### config.mk
export PLATFORM = sky130hd
export DESIGN_NAME = remote_command_frame_parser
export DESIGN_NICKNAME = d
export VERILOG_FILES = /design/src/rtl/rcfp_pkg.sv /design/src/rtl/rcfp_tokenizer.sv /design/src/rtl/rcfp_cmd_decode.sv /design/src/rtl/remote_command_frame_parser.sv
export SDC_FILE = /design/constraint.sdc
export NUM_CORES = 1
export LEC_CHECK = 0
export BUFFER_PORTS_ARGS = -buffer_cell sky130_fd_sc_hd__buf_4
export CAP_MARGIN = 20
export CORE_MARGIN = 2
export CORE_UTILIZATION = 38
export DETAILED_ROUTE_END_ITERATION = 10
export GPL_TIMING_DRIVEN = 0
export PLACE_DENSITY_LB_ADDON = 0.15
export RECOVER_POWER = 50
export SLEW_MARGIN = 15
export SYNTH_ARGS = -nofsm -noshare
export SYNTH_HDL_FRONTEND = slang
export SYNTH_HIERARCHICAL = 1
export SYNTH_SLANG_ARGS = --single-unit
### constraint.sdc
create_clock -name clock -period 9.9 [get_ports clock]
set_clock_uncertainty 0.05 [all_clocks]
set_input_delay 0 -clock clock [delete_from_list [all_inputs] [get_ports clock]]
set_output_delay 0 -clock clock [all_outputs]
set_load 0.1 [all_outputs]
### src/rtl/rcfp_pkg.sv
// ----------------------------------------------------------------------------
// rcfp_pkg
// Shared constants and types for the remote command frame parser.
// ----------------------------------------------------------------------------
package rcfp_pkg;

   // Field limit: fields at this index and above are ignored.
   localparam int MAX_FIELDS  = 7;
   localparam int FIELD_IDX_W = $clog2(MAX_FIELDS + 1);
   // Data bytes carried by one result.
   localparam int NUM_BYTES   = 6;

   localparam logic [7:0] SEP_BYTE   = 8'h7C;  // '|'
   localparam logic [7:0] END_BYTE   = 8'h26;  // '&'
   localparam logic [7:0] PLUS_BYTE  = 8'h2B;  // '+'
   localparam logic [7:0] MINUS_BYTE = 8'h2D;  // '-'
   localparam logic [7:0] SPACE_BYTE = 8'h20;
   localparam logic [7:0] TAB_BYTE   = 8'h09;
   localparam logic [7:0] CR_BYTE    = 8'h0D;
   localparam logic [7:0] ZERO_BYTE  = 8'h30;  // '0'
   localparam logic [7:0] NINE_BYTE  = 8'h39;  // '9'

   localparam logic [7:0] KEY_MOVE    = 8'h43;  // 'C'
   localparam logic [7:0] KEY_ARM     = 8'h44;  // 'D'
   localparam logic [7:0] KEY_POSE    = 8'h46;  // 'F'
   localparam logic [7:0] KEY_RGB     = 8'h48;  // 'H'
   localparam logic [7:0] KEY_AVOID   = 8'h49;  // 'I'
   localparam logic [7:0] KEY_BALANCE = 8'h4A;  // 'J'
   localparam logic [7:0] KEY_ACTION  = 8'h4B;  // 'K'
   localparam logic [7:0] KEY_RESET   = 8'h4F;  // 'O'

   typedef enum logic [3:0] {
      CMD_NULL    = 4'd0,
      CMD_MOVE    = 4'd1,
      CMD_ARM     = 4'd2,
      CMD_POSE    = 4'd3,
      CMD_RGB     = 4'd4,
      CMD_AVOID   = 4'd5,
      CMD_BALANCE = 4'd6,
      CMD_ACTION  = 4'd7,
      CMD_RESET   = 4'd8
   } cmd_type;

   // Number scanner phase, one-hot.
   typedef enum logic [2:0] {
      PH_SKIP   = 3'b001,
      PH_DIGITS = 3'b010,
      PH_DONE   = 3'b100
   } phase_type;

   // Frame as it stands with the current field closed out.
   typedef struct packed {
      logic [7:0]                 key_char;
      logic [1:0]                 key_length;
      logic                       sub_is_one;
      logic [NUM_BYTES-1:0][7:0]  field_bytes;
   } frame_type;

   typedef struct packed {
      cmd_type                    command;
      logic [NUM_BYTES-1:0][7:0]  values;
   } result_type;

endpackage

### src/rtl/rcfp_tokenizer.sv
// ----------------------------------------------------------------------------
// rcfp_tokenizer
// Per-byte frame state: key capture, field counting and atoi-style number
// scanning. Presents the frame with its open field closed out.
// ----------------------------------------------------------------------------
module rcfp_tokenizer (
   input  logic               clock,
   input  logic               reset,
   input  logic               step,
   input  logic [7:0]         data_byte,
   output rcfp_pkg::frame_type frame
);
   import rcfp_pkg::*;

   logic [FIELD_IDX_W-1:0]    field_index_ff, field_index_in;
   logic [7:0]                key_char_ff, key_char_in;
   logic [1:0]                key_length_ff, key_length_in;
   phase_type                 phase_ff, phase_in;
   logic                      negative_ff, negative_in;
   logic [15:0]               magnitude_ff, magnitude_in;
   logic [NUM_BYTES-1:0][7:0] bytes_ff, bytes_in;
   logic                      sub_is_one_ff, sub_is_one_in;

   logic                      is_sep, is_end, is_digit, is_space, is_sign;
   logic                      in_number, take_digit;
   logic [3:0]                digit;
   logic [19:0]               mag_wide;
   logic [NUM_BYTES-1:0]      lane_hit;
   logic [NUM_BYTES-1:0][7:0] bytes_closed;
   logic                      sub_now;

   assign is_sep   = (data_byte == SEP_BYTE);
   assign is_end   = (data_byte == END_BYTE);
   assign is_digit = (data_byte >= ZERO_BYTE) && (data_byte <= NINE_BYTE);
   assign is_space = ((data_byte >= TAB_BYTE) && (data_byte <= CR_BYTE)) ||
                     (data_byte == SPACE_BYTE);
   assign is_sign  = (data_byte == PLUS_BYTE) || (data_byte == MINUS_BYTE);
   assign digit    = data_byte[3:0];
   assign in_number = (field_index_ff != '0) &&
                      (field_index_ff < FIELD_IDX_W'(MAX_FIELDS));

   // Lane i holds the low byte of field i+1.
   always_comb begin
      for (int i = 0; i < NUM_BYTES; i++) begin
         lane_hit[i] = ((i + 1) < MAX_FIELDS) &&
                       (field_index_ff == FIELD_IDX_W'(i + 1));
         bytes_closed[i] = (lane_hit[i] && negative_ff) ? (8'd0 - bytes_ff[i])
                                                        : bytes_ff[i];
      end
   end

   assign sub_now = (field_index_ff == FIELD_IDX_W'(1)) ?
                    (!negative_ff && (magnitude_ff == 16'd1)) : sub_is_one_ff;

   assign frame.key_char    = key_char_ff;
   assign frame.key_length  = key_length_ff;
   assign frame.sub_is_one  = sub_now;
   assign frame.field_bytes = bytes_closed;

   assign mag_wide = {4'b0000, magnitude_ff} * 20'd10 + {16'd0, digit};

   always_comb begin
      field_index_in = field_index_ff;
      key_char_in    = key_char_ff;
      key_length_in  = key_length_ff;
      phase_in       = phase_ff;
      negative_in    = negative_ff;
      magnitude_in   = magnitude_ff;
      bytes_in       = bytes_ff;
      sub_is_one_in  = sub_is_one_ff;
      take_digit     = 1'b0;

      if (step) begin
         priority if (is_end) begin
            field_index_in = '0;
            key_char_in    = '0;
            key_length_in  = '0;
            phase_in       = PH_SKIP;
            negative_in    = 1'b0;
            magnitude_in   = '0;
            bytes_in       = '0;
            sub_is_one_in  = 1'b0;
         end else if (is_sep) begin
            bytes_in      = bytes_closed;
            sub_is_one_in = sub_now;
            phase_in      = PH_SKIP;
            negative_in   = 1'b0;
            magnitude_in  = '0;
            if (field_index_ff < FIELD_IDX_W'(MAX_FIELDS))
               field_index_in = field_index_ff + FIELD_IDX_W'(1);
         end else if (field_index_ff == '0) begin
            key_char_in = data_byte;
            if (key_length_ff < 2'd2)
               key_length_in = key_length_ff + 2'd1;
         end else if (in_number) begin
            unique case (phase_ff)
               PH_SKIP: begin
                  priority if (is_space) begin
                  end else if (is_sign) begin
                     negative_in = (data_byte == MINUS_BYTE);
                     phase_in    = PH_DIGITS;
                  end else if (!is_digit) begin
                     phase_in = PH_DONE;
                  end else begin
                     phase_in   = PH_DIGITS;
                     take_digit = 1'b1;
                  end
               end
               PH_DIGITS: begin
                  if (is_digit)
                     take_digit = 1'b1;
                  else
                     phase_in = PH_DONE;
               end
               PH_DONE: begin
               end
               default: begin
                  phase_in = PH_DONE;
               end
            endcase
            if (take_digit) begin
               magnitude_in = (mag_wide > 20'h0FFFF) ? 16'hFFFF : mag_wide[15:0];
               for (int i = 0; i < NUM_BYTES; i++) begin
                  if (lane_hit[i])
                     bytes_in[i] = bytes_ff[i] * 8'd10 + {4'b0000, digit};
               end
            end
         end else begin
            // fields past the limit: ignored
         end
      end
   end

   always_ff @(posedge clock) begin
      if (reset) begin
         field_index_ff <= '0;
         key_char_ff    <= '0;
         key_length_ff  <= '0;
         phase_ff       <= PH_SKIP;
         negative_ff    <= 1'b0;
         magnitude_ff   <= '0;
         bytes_ff       <= '0;
         sub_is_one_ff  <= 1'b0;
      end else begin
         field_index_ff <= field_index_in;
         key_char_ff    <= key_char_in;
         key_length_ff  <= key_length_in;
         phase_ff       <= phase_in;
         negative_ff    <= negative_in;
         magnitude_ff   <= magnitude_in;
         bytes_ff       <= bytes_in;
         sub_is_one_ff  <= sub_is_one_in;
      end
   end

endmodule

### src/rtl/rcfp_cmd_decode.sv
// ----------------------------------------------------------------------------
// rcfp_cmd_decode
// Maps a closed frame to its command code and the data bytes it carries.
// ----------------------------------------------------------------------------
module rcfp_cmd_decode (
   input  rcfp_pkg::frame_type  frame,
   output rcfp_pkg::result_type result
);
   import rcfp_pkg::*;

   cmd_type    command;
   logic [2:0] num_used;

   always_comb begin
      command  = CMD_NULL;
      num_used = 3'd0;
      if (frame.key_length == 2'd1) begin
         unique case (frame.key_char)
            KEY_MOVE:    begin command = CMD_MOVE;    num_used = 3'd3; end
            KEY_ARM:     begin command = CMD_ARM;                      end
            KEY_POSE:    begin command = CMD_POSE;    num_used = 3'd6; end
            KEY_RGB:     begin command = CMD_RGB;     num_used = 3'd3; end
            KEY_AVOID:   begin command = CMD_AVOID;   num_used = 3'd1; end
            KEY_BALANCE: begin command = CMD_BALANCE; num_used = 3'd1; end
            KEY_ACTION:  begin
               if (frame.sub_is_one)
                  command = CMD_ACTION;
            end
            KEY_RESET:   begin command = CMD_RESET;                    end
            default:     begin                                         end
         endcase
      end
   end

   always_comb begin
      result.command = command;
      for (int i = 0; i < NUM_BYTES; i++)
         result.values[i] = (3'(i) < num_used) ? frame.field_bytes[i] : 8'd0;
      // action group carries field 2 in the first byte
      if (command == CMD_ACTION)
         result.values[0] = frame.field_bytes[1];
   end

endmodule

### src/rtl/remote_command_frame_parser.sv
// ----------------------------------------------------------------------------
// remote_command_frame_parser
// Parses '|'-separated, '&'-terminated text command frames into a command
// code and up to six data bytes.
// ----------------------------------------------------------------------------
//
//   channel | ports                           | item
//   --------+---------------------------------+------------------------------
//   req     | req_valid/req_ready/req_data_*  | one received text byte
//   rsp     | rsp_valid/rsp_ready/rsp_*       | command + six data bytes
//
// Flow: a byte is captured in the input register and from there updates
//   the frame state; an '&' loads the result register, which drives
//   rsp_valid. One byte per cycle while req_ready stays high.
// Stalls: only an '&' needs the result register. While a result waits and
//   an '&' sits in the input register, req_ready drops; other bytes flow on.
// Reset: synchronous, active high; clears all frame state and both valids.
//
// Frame rules:
//   - field 0 is a single key letter: C, D, F, H, I, J, K or O
//   - later fields are read like atoi: skip whitespace, optional sign,
//     digits until the first non-digit; rest of field ignored
//   - data byte = low byte of the signed field value; missing fields are 0
//   - K needs field 1 equal to exactly 1, and then sends field 2
//   - a 16-bit saturating magnitude tracks field 1 for the K test
//   - fields past the seventh are ignored
//
module remote_command_frame_parser (
   input  logic       clock,
   input  logic       reset,
   input  logic       req_valid,
   output logic       req_ready,
   input  logic [7:0] req_data_byte,
   output logic       rsp_valid,
   input  logic       rsp_ready,
   output logic [3:0] rsp_command,
   output logic [7:0] rsp_value_a,
   output logic [7:0] rsp_value_b,
   output logic [7:0] rsp_value_c,
   output logic [7:0] rsp_value_d,
   output logic [7:0] rsp_value_e,
   output logic [7:0] rsp_value_f
);
   import rcfp_pkg::*;

   // input register
   logic       in_valid_ff, in_valid_in;
   logic [7:0] in_byte_ff, in_byte_in;

   // result register
   logic                      rsp_valid_ff, rsp_valid_in;
   logic [3:0]                rsp_command_ff, rsp_command_in;
   logic [NUM_BYTES-1:0][7:0] rsp_values_ff, rsp_values_in;

   logic       in_is_end;
   logic       advance;
   frame_type  frame;
   result_type result;

   assign in_is_end = (in_byte_ff == END_BYTE);

   // The held byte retires unless it is an '&' facing a full result register that is not being read.
   assign advance   = in_valid_ff && (!in_is_end || !rsp_valid_ff || rsp_ready);
   assign req_ready = !in_valid_ff || advance;

   rcfp_tokenizer u_tokenizer (
      .clock     (clock),
      .reset     (reset),
      .step      (advance),
      .data_byte (in_byte_ff),
      .frame     (frame)
   );

   rcfp_cmd_decode u_cmd_decode (
      .frame  (frame),
      .result (result)
   );

   always_comb begin
      in_valid_in = in_valid_ff;
      in_byte_in  = in_byte_ff;
      if (req_ready) begin
         in_valid_in = req_valid;
         in_byte_in  = req_data_byte;
      end
   end

   always_comb begin
      rsp_valid_in   = rsp_valid_ff;
      rsp_command_in = rsp_command_ff;
      rsp_values_in  = rsp_values_ff;
      priority if (advance && in_is_end) begin
         rsp_valid_in   = 1'b1;
         rsp_command_in = result.command;
         rsp_values_in  = result.values;
      end else if (rsp_ready) begin
         rsp_valid_in = 1'b0;
      end else begin
         // result holds
      end
   end

   always_ff @(posedge clock) begin
      if (reset) begin
         in_valid_ff  <= 1'b0;
         rsp_valid_ff <= 1'b0;
      end else begin
         in_valid_ff  <= in_valid_in;
         rsp_valid_ff <= rsp_valid_in;
      end
   end

   // payload registers, no reset
   always_ff @(posedge clock) begin
      in_byte_ff     <= in_byte_in;
      rsp_command_ff <= rsp_command_in;
      rsp_values_ff  <= rsp_values_in;
   end

   assign rsp_valid   = rsp_valid_ff;
   assign rsp_command = rsp_command_ff;
   assign rsp_value_a = rsp_values_ff[0];
   assign rsp_value_b = rsp_values_ff[1];
   assign rsp_value_c = rsp_values_ff[2];
   assign rsp_value_d = rsp_values_ff[3];
   assign rsp_value_e = rsp_values_ff[4];
   assign rsp_value_f = rsp_values_ff[5];

   // ------------------------------------------------------------------------
   // assertions
   // ------------------------------------------------------------------------

   // back-pressure only comes from an '&' blocked by a waiting result
   a_stall_cause: assert property (@(posedge clock) disable iff (reset)
      !req_ready |-> (in_valid_ff && rsp_valid_ff && !rsp_ready && in_is_end))
      else $error("input stalled without a blocked end byte");

   // frame state is back to empty after an end byte retires
   a_frame_cleared: assert property (@(posedge clock) disable iff (reset)
      (advance && in_is_end) |=>
         (frame.key_length == 2'd0 && frame.field_bytes == '0 && !frame.sub_is_one))
      else $error("frame state not cleared after end byte");

   // commands without data carry all-zero bytes
   a_no_data_zero: assert property (@(posedge clock) disable iff (reset)
      (rsp_valid_ff && (rsp_command_ff == CMD_NULL || rsp_command_ff == CMD_ARM ||
                        rsp_command_ff == CMD_RESET)) |-> (rsp_values_ff == '0))
      else $error("data bytes set on a command without data");

   // command code stays in range
   a_cmd_range: assert property (@(posedge clock) disable iff (reset)
      rsp_valid_ff |-> (rsp_command_ff <= CMD_RESET))
      else $error("command code out of range");

endmodule

==> summary.md <==
| Metric | Value |
|---|---|
| WS Path Type | `flip-flop to flip-flop` |
| Worst path required time | `approximately 10 ns` |
| DRT antenna net count | `0` |
| CP bufs+invs | `6` |
| PostCTS Resize Cnt | `0` |
| Reg2reg end | `rsp_value_c[0]` |
| Crit-path leading delay family | `buffers and inverters` |
| Final Max Tran Viols | `0` |
| Worst Hold End | `in_byte_ff[3]` |
| Clock Sinks | `roughly 140` |
| Die height | `between 150 and 200 µm` |
| Total GRT Usage | `0.189` |
| Cells after synthesis | `1102` |
| Pin count of the biggest net entering global routing | `17` |
| Area Overhead vs Synth | `14.3%` |
| First-pass DRT Iterations | `5` |
| Latest clock arrival within the worst-skew pair | `~0.43 ns` |
| Final Power | `1.37 mW` |
| Seq/Total Area, Yosys | `0.339` |
| Distinct cells, synth | `about 80` |
| Core footprint | `26700 µm²` |
| Final Cycle Share | `0.415` |
| Initial antenna violation count | `0` |
| CP Launch Type | `flip-flop` |
| Hold crit path type | `input pin to flip-flop` |
| Routed wire length | `about 26000 µm` |
| Starting Density | `0.385` |
| Post-synth EDFFs | `60` |
| Worst vdd ir | `approximately 0.1 mV` |
| Cell Pwr Density | `roughly 120 nW/µm²` |
| Top_reg_cell synth | `dfxtp_1` |
| CP Data Arrival Time | `roughly 4.2 ns` |
| Post-route minimum period | `approximately 4.1 ns` |
| Initial DRC count | `587` |
| Critical path's slowest cell | `nor4b_1` |
| DP HPWL | `just under 20000 µm` |
| Fin cells | `between 1500 and 2000` |
| Max Fclk | `243 MHz` |
| Met1 usage | `0.269` |
| Layout cell share with drive strength beyond 1 | `0.0696` |
| GR met2 Demand/Resource | `0.301` |
| R2r setup slk | `~5.8 ns` |
| Via Count | `approximately 8400` |
| I/O pin count | `between 60 and 70` |
| Endpoint class of the critical path | `flip-flop` |
| Worst-path cell chain | `nand4bb_1, nor4b_1, clkbuf_1, buf_4, buf_2, buf_2, buf_2, buf_2` |
| Post-synth net total | `1230` |
| Least-Margin Pin Slew | `~1.4 ns` |
| CTS tree | `built` |
| Slew headroom | `0.0827` |
| Full die area | `~28000 µm²` |
| Synth top cells by count | `ha_1, nor2_1, dfxtp_1` |
| #FFs+latches synth | `around 140` |
| Vias in the first global route | `roughly 8100` |
| Placed inst area | `~11000 µm²` |
| Status | `finished, final reports clean` |
| Nets | `1336` |
| Leakage | `4.73 nW` |
| Syn Area/Cell | `9.33 µm²` |
| CTS Buf Count | `17` |
| Ys Warns | `6` |
| GP Congestion | `roughly 0.82` |
| Fin area | `~12000 µm²` |
| CTS H-Tree Depth | `4` |
| Met3 Track Usage GR | `0.0250` |
| Fin Setup TNS | `0 ns` |
| Synth area leader | `edfxtp_1` |
| Unrepaired setup endpoints after global routing | `no` |
| Via density | `between 5 and 6` |
| CP max FO | `14` |
| GR peak layer | `met2` |
| Clock Pin Slew Worst Setup and Hold Paths | `roughly 0.060 ns` |
| Setup violators final | `0` |
| Synthesized area | `10300 µm²` |
| Post-CTS Setup Bufs | `0` |
| Count leader, synth | `ha_1` |
| DP Cell Count | `about 1500` |
| Maxcap violations | `0` |
| Cell mode on critical path | `buf_2` |
| DR WL/cell | `about 17 µm` |
| First-pass GRT wire length | `about 43000 µm` |
| Clock buffer depth | `2` |
| Antenna diodes | `0` |
| Async set or reset register ratio after synthesis | `0` |
| Synth top area share | `0.175` |
| Crit-path max cell delay | `a little under 1 ns` |
| DRC | `0` |
| Root buf cell | `clkbuf_16` |
| HP Start | `req_data_byte[3]` |
| Port-buffer cells | `between 60 and 70` |
| Final-report hold violation count | `0` |
| Worst R2R Start | `in_byte_ff[3]` |
| Grt ovf | `0` |
| Rows | `60` |
| Die width | `168 µm` |
| Synth area leaders | `edfxtp_1, dfxtp_1, ha_1, xor2_1, xnor2_1` |
| Worst hold path depth | `2` |
| Worst R2R Path Depth | `8` |
[worst max path at each step]
stage          slack, ns        endpoint     startpoint  cells past startpoint
6_report            5.79  rsp_value_c[0]  in_byte_ff[3]                      8
4_1_cts             6.21  rsp_value_d[7]  in_byte_ff[3]                      8
2_1_floorplan       2.64  rsp_command[0]  in_byte_ff[2]                      2
3_5_place_dp        6.22  rsp_value_d[5]  in_byte_ff[3]                      8
3_3_place_gp       -1.12  rsp_value_e[2]  in_byte_ff[2]                      2
5_1_grt             5.43  rsp_value_c[0]  in_byte_ff[3]                      8
[per-layer routing]
metal | vias to the layer above | part of all wire
met4 | 0 | 0.014
met1 | 3937 | 0.50
met2 | 179 | 0.45
met5 | - | 0
met3 | 24 | 0.038
li1 | 4217 | -
[flip-flops by register name, summed over array words and instances, names as in the netlist]
name	flops
in_byte_ff	8
in_valid_ff	1
rsp_command	4
rsp_valid	1
rsp_value_a	8
rsp_value_b	8
rsp_value_c	8
rsp_value_d	8
rsp_value_e	8
rsp_value_f	8
u_tokenizer/bytes_ff	48
u_tokenizer/field_index_ff	3
u_tokenizer/key_char_ff	8
u_tokenizer/key_length_ff	2
u_tokenizer/magnitude_ff	16
u_tokenizer/negative_ff	1
u_tokenizer/phase_ff	3
u_tokenizer/sub_is_one_ff	1
[cell usage in the layout (no fill, tap or decap), types with 41 or more instances in the layout]
cell type	count
nor2_1	99
inv_1	45
dfxtp_1	84
nand2_1	71
a21oi_1	78
ha_1	102
xnor2_1	47
a22oi_1	41
edfxtp_1	60
clkbuf_1	98
xor2_1	62
[logic make-up (layout without fill, tap and decap cells)]
logic type               count (synthesis)  after routing  synth area share
adder cells (fa/ha/maj)                116            116             0.151
XOR/XNOR                               109            109            0.0929
buffers and inverters                   98            217            0.0420
AND/OR/NAND/NOR                        366            366             0.191
AO/OA/AOI/OAI                          257            257             0.171
flip-flops                             144            144             0.339
multiplexers                            12             12            0.0125
[stage by stage]
step	hold WS, ns	util	setup slack, ns
floorplan	0.0468	-	2.64
global route	0.252	0.440	5.43
CTS	0.223	0.450	6.21
detailed placement	0.129	0.421	6.22
global placement	0.128	0.419	-1.12
finish	0.254	0.440	5.79
[final cells by class]
cell class                      instances  area (µm²)
Timing Repair Buffer                   87         469
Clock buffer                           19         443
Fill cell                            2677       15000
Buffer                                 53         243
Inverter                               45         169
Tap cell                              341         427
Multi-Input combinational cell        860        6330
Sequential cell                       144        3480
Clock inverter                         13         184
[report_power, final]
group	switching [mW]	total, mW	internal [mW]
clock	0.267	0.696	0.430
combinational	0.0262	0.0440	0.0179
sequential	0.00751	0.625	0.618
[repair_timing]
action	in CTS	in global routing
endpoints found under the hold margin	10	0
hold buffers	13	0
endpoints found under the setup margin	0	0
No activity file was read; power rests on OpenSTA's default activity.
